==> config.mk <==
export PLATFORM = sky130hd
export DESIGN_NAME = nlj_cell
export DESIGN_NICKNAME = d
export VERILOG_FILES = /design/src/sv/assert_macros.svh /design/src/sv/nlj_pkg.sv /design/src/sv/nlj_ram.sv /design/src/sv/nlj_cell.sv
export SDC_FILE = /design/constraint.sdc
export NUM_CORES = 2
export LEC_CHECK = 0
export BUFFER_PORTS_ARGS = -buffer_cell sky130_fd_sc_hd__buf_2
export CAP_MARGIN = 20
export CORE_MARGIN = 2
export CORE_UTILIZATION = 35
export DETAILED_ROUTE_END_ITERATION = 10
export PLACE_DENSITY = 0.54
export SYNTH_ARGS = -nofsm -noshare
export SYNTH_HDL_FRONTEND = slang
export SYNTH_SLANG_ARGS = --single-unit
==> constraint.sdc <==
create_clock -name clk -period 5.7 [get_ports clk]
set_clock_uncertainty 0.1 [all_clocks]
set_input_delay 0.285 -clock clk [delete_from_list [all_inputs] [get_ports clk]]
set_output_delay 0.285 -clock clk [all_outputs]
set_load 0.02 [all_outputs]
==> src/sv/assert_macros.svh <==
// assertion macros shared by the rtl
`ifndef ASSERT_MACROS_SVH
`define ASSERT_MACROS_SVH
`ifndef ASSERT_OFF
`define ASSERT_NEVER(label, clk, rst, expr) \
  label: assert property (@(posedge clk) disable iff (rst) !(expr)) else $error("never failed");
`define ASSERT_IMPLIES(label, clk, rst, a, b) \
  label: assert property (@(posedge clk) disable iff (rst) (a) |-> (b)) else $error("implies failed");
`define ASSERT_NEXT(label, clk, rst, a, b) \
  label: assert property (@(posedge clk) disable iff (rst) (a) |=> (b)) else $error("next failed");
`else
`define ASSERT_NEVER(label, clk, rst, expr)
`define ASSERT_IMPLIES(label, clk, rst, a, b)
`define ASSERT_NEXT(label, clk, rst, a, b)
`endif
`endif

==> src/sv/nlj_pkg.sv <==
// shared types, codes and compare function of the join probe unit
package nlj_pkg;
  localparam int BUILD_DEPTH    = 64;
  localparam int MAX_CONDITIONS = 4;
  localparam int ROW_W          = $clog2(BUILD_DEPTH);
  localparam int CNT_W          = $clog2(BUILD_DEPTH + 1);

  typedef logic signed [31:0] key_t;

  typedef enum logic [1:0] {
    KIND_CLEAR = 2'd0,
    KIND_LOAD  = 2'd1,
    KIND_PROBE = 2'd2
  } kind_t;

  typedef enum logic [1:0] {
    MODE_INNER = 2'd0,
    MODE_SEMI  = 2'd1,
    MODE_ANTI  = 2'd2
  } mode_t;

  typedef enum logic [1:0] {
    REG_JOIN_MODE  = 2'd0,
    REG_COND_COUNT = 2'd1,
    REG_COMPARE_OPS = 2'd2
  } reg_idx_t;

  typedef enum logic [2:0] {
    OP_EQ = 3'd0,
    OP_NE = 3'd1,
    OP_LT = 3'd2,
    OP_GT = 3'd3,
    OP_LE = 3'd4,
    OP_GE = 3'd5
  } op_t;

  typedef enum logic [1:0] {
    ST_IDLE  = 2'd0,
    ST_SCAN  = 2'd1,
    ST_DRAIN = 2'd2
  } state_t;

  // token travelling down the cell chain
  typedef struct packed {
    logic             active;
    logic             row_ok;
    logic             fin;
    logic             match;
    logic [ROW_W-1:0] row;
  } token_t;

  // per-cell condition setup
  typedef struct packed {
    logic       en;
    logic [2:0] op;
    key_t       key;
  } cell_cfg_t;

  typedef struct packed {
    logic             we;
    logic [ROW_W-1:0] addr;
  } cell_wr_t;

  function automatic logic op_holds(logic [2:0] op, key_t p, key_t r);
    logic h;
    case (op)
      OP_EQ:   h = (p == r);
      OP_NE:   h = (p != r);
      OP_LT:   h = (p < r);
      OP_GT:   h = (p > r);
      OP_LE:   h = (p <= r);
      OP_GE:   h = (p >= r);
      default: h = 1'b0;
    endcase
    return h;
  endfunction
endpackage

==> src/sv/nlj_ram.sv <==
// generic single write, single registered read memory
module nlj_ram #(
  parameter int WIDTH = 32,
  parameter int DEPTH = 64
) (
  input  logic                     clk,
  input  logic                     we,
  input  logic [$clog2(DEPTH)-1:0] waddr,
  input  logic [WIDTH-1:0]         wdata,
  input  logic [$clog2(DEPTH)-1:0] raddr,
  output logic [WIDTH-1:0]         rdata
);
  logic [WIDTH-1:0] mem [DEPTH];

  always_ff @(posedge clk) begin
    if (we) begin
      mem[waddr] <= wdata;
    end
    rdata <= mem[raddr];
  end
endmodule

==> src/sv/nlj_cell.sv <==
// one condition cell: holds one key column, tests it and passes the token on
module nlj_cell (
  input  logic              clk,
  input  logic              rst,
  input  nlj_pkg::cell_wr_t wr,
  input  nlj_pkg::key_t     wdata,
  input  nlj_pkg::cell_cfg_t cfg,
  input  nlj_pkg::token_t   tok_in,
  output nlj_pkg::token_t   tok_out
);
  import nlj_pkg::*;

  token_t s1;
  key_t   rd_key;
  logic   hold;

  nlj_ram #(.WIDTH(32), .DEPTH(BUILD_DEPTH)) u_ram (
    .clk  (clk),
    .we   (wr.we),
    .waddr(wr.addr),
    .wdata(wdata),
    .raddr(tok_in.row),
    .rdata(rd_key)
  );

  assign hold = !cfg.en || op_holds(cfg.op, cfg.key, rd_key);

  always_ff @(posedge clk) begin
    if (rst) begin
      s1.active      <= 1'b0;
      tok_out.active <= 1'b0;
    end else begin
      s1.active      <= tok_in.active;
      tok_out.active <= s1.active;
    end
    s1.row_ok      <= tok_in.row_ok;
    s1.fin         <= tok_in.fin;
    s1.match       <= tok_in.match;
    s1.row         <= tok_in.row;
    tok_out.row_ok <= s1.row_ok;
    tok_out.fin    <= s1.fin;
    tok_out.match  <= s1.match && hold;
    tok_out.row    <= s1.row;
  end
endmodule

## Word level (Yosys, flattened, before mapping)

Memory sizes are Yosys's and may differ from the RTL's. A register that Yosys moved wholly into a read port is not among the register bits.
Index checks and enable logic that the tools add are counted.

| word-level totals | value |
|---|---|
| register bits after elaboration | 20 |
| memory bits (writable) | 2,048 |
| bits of input ports | 87 |
| output and inout bits | 10 |
| word-level logic and storage cells | 29 |
| memories kept | 1 |

Memory list:

| memory | depth | width | read ports | clocked after Yosys merged registers in | wr ports | line | source |
|---|---|---|---|---|---|---|---|
| u_ram.mem | 64 | 32 | 1 | 1 | 1 | nlj_ram.sv:13 | `logic [WIDTH-1:0] mem [DEPTH];` |

| operators by class | value |
|---|---|
| order comparisons | 4 |
| equal/unequal tests | 7 |
| mux-type cells | 3 |
| reductions and logical operators | 4 |

Operators by type and width:

| cell | number |
|---|---|
| $eq 32x32->1 | 1 |
| $ge 32x32->1 | 1 |
| $gt 32x32->1 | 1 |
| $le 32x32->1 | 1 |
| $lt 32x32->1 | 1 |
| $ne 32x32->1 | 1 |
| $eq 3x2->1 const B | 2 |
| $eq 3x3->1 const B | 2 |
| $pmux 1 s6 | 1 |
| $eq 3x1->1 const B | 1 |
| $logic_not 3->1 | 1 |
| $mux 1 | 2 |
| $logic_and 1x1->1 | 1 |
| $logic_not 1->1 | 1 |
| $logic_or 1x1->1 | 1 |

## Longest topological paths before layout

| depth | value |
|---|---|
| depth in word-level cells | 4 |
| depth in mapped cells | 8 |
| depth with buffers taken out | 8 |

## By module

Synthesis repeated with hierarchy kept, for this count alone.

| unflattened totals | value |
|---|---|
| cells, all modules | 3,476 |
| area, all modules | 79,840.3 µm² |

By module, submodules not included:

| module | times used | cells an instance | area an instance (µm²) | sequential area each (µm²) |
|---|---|---|---|---|
| nlj_ram | 1 | 3,324 | 78,515.3 | 62,139.6 |
| nlj_cell | 1 | 152 | 1,325.0 | 400.4 |

## Least setup slack after synthesis

No wires, ideal clock.

| timing | value |
|---|---|
| path type | input to register |
| start | input wr[3] (netlist name) |
| end | memory u_ram.mem[48][0], enable pin |
| library setup time | 0.461 ns |
| data arrival time | 2.989 ns |
| required time | 5.139 ns |
| slack | 2.150 ns |
| cell stages on the path | 4 |
| path buffers | 1 |
| path through | clkbuf_1 -> nor2b_1 -> nand4b_1 -> nor3_1 |

RTL lines:

| item | line | source |
|---|---|---|
| start, declared | nlj_cell.sv:5 | `input nlj_pkg::cell_wr_t wr,` |
| end, declared | nlj_ram.sv:13 |  |

Straight into the memory's write port.

## Final worst setup path

| timing | value |
|---|---|
| start | register u_ram.rdata[31], read port of u_ram.mem |
| end | register tok_out[6] (netlist name) |

| on the way | value |
|---|---|
| longest elaborated chain between the ends | 4 |
| elaborated cells on any way between the ends | 9 |
| those cells by class | 4 x order compare; 2 x eq/ne; 1 x mux; 2 x reduce/logical |

RTL lines:

| item | line | source |
|---|---|---|
| start, declared | nlj_ram.sv:11 | `output logic [WIDTH-1:0] rdata` |
| $ge 32x32->1 (tied with other cells) | nlj_pkg.sv:72 | `OP_GE: h = (p >= r);` |
| $pmux 1 s6 * | nlj_pkg.sv:66 | `case (op)` |
| $logic_or 1x1->1 * | nlj_cell.sv:26 | `assign hold = !cfg.en \|\| op_holds(cfg.op, cfg.key, rd_key);` |
| $logic_and 1x1->1 * | nlj_cell.sv:42 | `tok_out.match <= s1.match && hold;` |
| end, declared | nlj_cell.sv:9 | `output nlj_pkg::token_t tok_out` |

Mark *: on every way between the ends. The rest lies on a longest branch, timed or not.
A chain may end at the register's enable or synchronous reset.

==> results.json <==
{
  "status": "finished clean",
  "cts_sinks": 2100,
  "synthAdderAreaFrac": 0.00503,
  "layout.nets": 3625,
  "cp_slowest_stage_delay_ns": 0.70,
  "cts_buffers": 214,
  "netlist_area_um2": 79700,
  "ys.flop_type": "edfxtp_1",
  "timing.setup.tns_ns": 0,
  "synth_top_family_by_area": "multiplexers",
  "finalCritPeriodShare": 0.696,
  "grt_max_degree": 96,
  "antenna_found_initial": 28,
  "areaGrowthSynthToFinish_pct": 16.3,
  "slew_headroom": 0.229,
  "ys_seq_area_frac": 0.785,
  "critical-path-slowest-cell": "ha_1",
  "drtIter0Drc": 4023,
  "post_cts_buffers": 0,
  "drive_above_1_share": 0.345,
  "cts-root-buf": "clkbuf_16",
  "holdBufCountCts": 19,
  "grt_pass1_wl_mm": 294,
  "dr_total_vias": 35900,
  "critPathKind": "flop to flop",
  "holdWs_ns": 0.0503,
  "port_buffers": 96,
  "yosys.area_share.simple": 0.00694,
  "required_ns": 6.38,
  "cts.clk_slew.worst_paths_ns": 0.06,
  "final.min_clock_period_ns": 3.97,
  "layout_common_cells": "edfxtp_1 (2048), mux4_2 (666), clkbuf_16 (214)",
  "critPathLaunchType": "flop",
  "hold_path.class": "input pin to flop",
  "htree_levels": 4,
  "routedWlPerCell_um": 31.7,
  "die_area_um2": 231000,
  "num_rows": 175,
  "place_inst": 6224,
  "crit_path_end_kind": "flop",
  "p_leak_nw": 28.6,
  "dp_hpwl_mm": 117,
  "ir_drop_mv": 0.314,
  "grtUsageTotal": 0.183,
  "grt_overflow_total": 0,
  "ant_nets": 0,
  "critical_path.top_delay_family": "buffers and inverters",
  "synth_compound_area_frac": 0.00281,
  "gp_congestion": 0.770,
  "clockBufferDepth": 3,
  "cp_cell_sequence": "inv_1 -> ha_1 -> nand4_1 -> nor4_2 -> buf_4 -> a22oi_1 -> o21a_1 -> dlygate4sd3_1 -> a31oi_1 -> dlygate4sd3_1",
  "synth_seq_cells": 2100,
  "synthCells": 3162,
  "start_util": 0.351,
  "cp.depth": 10,
  "grt_pass1_vias": 36400,
  "synth-xor-area-share": 0.000110,
  "worst_pin_slew_ns": 1.16,
  "path_common_cell": "dlygate4sd3_1",
  "power_density_nw_per_um2": 350,
  "cts_resized": 0,
  "syn-num-nets": 3281,
  "coreArea_um2": 227000,
  "synth_warnings": 0,
  "fin_total_pwr_mw": 32.4,
  "maxSlewViolCount": 0,
  "drv_cap": 0,
  "dr.pass1.iters": 5,
  "finalSetupViolCount": 0,
  "rsz0062_at_grt": "no",
  "synth-edff-count": 2048,
  "die_x_um": 481,
  "fmax_mhz": 252,
  "layout_commonest_cell": "edfxtp_1",
  "hold_depth": 2,
  "worst-path-buf-inv": 4,
  "path_max_fanout": 4,
  "yosysUniqueCellTypes": 37,
  "arrival_ns": 4.65,
  "die_h_um": 481,
  "hold_viol": 0,
  "final-instance-count-excl-fill": 6708,
  "async_flop_share": 0,
  "routed_wl_mm": 213,
  "num_io_pins": 97,
  "worst_r2r_path_depth": 10,
  "cts_tree": "done",
  "syn_area_per_cell_um2": 25.2,
  "via_per_inst": 5.35,
  "drc": 0,
  "muxShareOfSynthArea": 0.190,
  "clk_latency_ns": 0.86
}
-- per-stage QoR --
| step | utilization | area [um2] | setup slack, ns |
|---|---|---|---|
| floorplan | - | 79700 | 2.15 |
| global placement | 0.374 | 84700 | 1.94 |
| detailed placement | 0.374 | 84800 | 1.92 |
| CTS | 0.405 | 91800 | 1.75 |
| global route | 0.409 | 92700 | 1.71 |
| finish | 0.409 | 92700 | 1.73 |
-- cells in the mapped netlist (3+ instances only) --
library cell  count  area [um2]
a21o_1            3        22.5
a21oi_1          11        55.1
buf_1            11        41.3
buf_2            50         250
buf_4             4        30.0
buf_6             4        45.0
clkbuf_1         87         327
dfxtp_1          52        1040
edfxtp_1       2048       61500
ha_1             32         400
inv_1            34         128
mux2_2            6        67.6
mux2i_1           6        60.1
mux4_2          666       15000
nand2_1          18        67.6
nand3_1           8        40.0
nand4_1          10        62.6
nor2_1           67         251
nor2b_1           7        43.8
nor3_1            4        20.0
o21ai_0          13        65.1
-- layer usage --
metal	share of wire	vias up	wire length, um	GRT usage
li1	-	14500	-	-
met1	0.41	19900	86600	0.245
met2	0.50	1280	107000	0.306
met3	0.060	267	12700	0.0316
met4	0.030	2	6330	0.0589
met5	0.000033	-	7	0
-- cells by family (layout without fill, tap and decap cells) --
group,count (synthesis),after routing
other,0,12
flip-flops,2100,2100
AO/OA/AOI/OAI,37,37
AND/OR/NAND/NOR,124,124
multiplexers,678,678
adder cells (fa/ha/maj),32,32
buffers and inverters,190,715
XOR/XNOR,1,1
-- layout make-up --
| class | count | area [um2] |
|---|---|---|
| multi-input cells | 872 | 16800 |
| clock buffers | 278 | 5670 |
| inverters | 34 | 128 |
| fillers | 19700 | 134000 |
| repair buffers | 284 | 2680 |
| flip-flops and latches | 2100 | 62500 |
| diodes | 12 | 30.0 |
| well taps | 3009 | 3760 |
| clock inverters | 119 | 1090 |
-- report_power, final --
group,total (mW),leakage [nW],internal (mW),switching [mW]
Clock,13.6,3.29,7.66,5.93
Sequential,17.1,18.9,17.1,0.0557
Combinational,1.70,6.50,0.719,0.981
-- state kept, by name, indices dropped and copies added, names as in the netlist --
name and flops:
u_ram.mem 2048, u_ram.rdata 32, s1 10, tok_out 10
-- final timing paths --
path,start,endpoint,slack (ns)
max,u_ram.rdata[31],tok_out[6],1.73
min,tok_in[5],s1[5],0.05
max reg2reg,u_ram.rdata[31],tok_out[6],1.73
min reg2reg,s1[1],tok_out[1],0.22
Note: power is estimated with default switching activity, not from simulation.
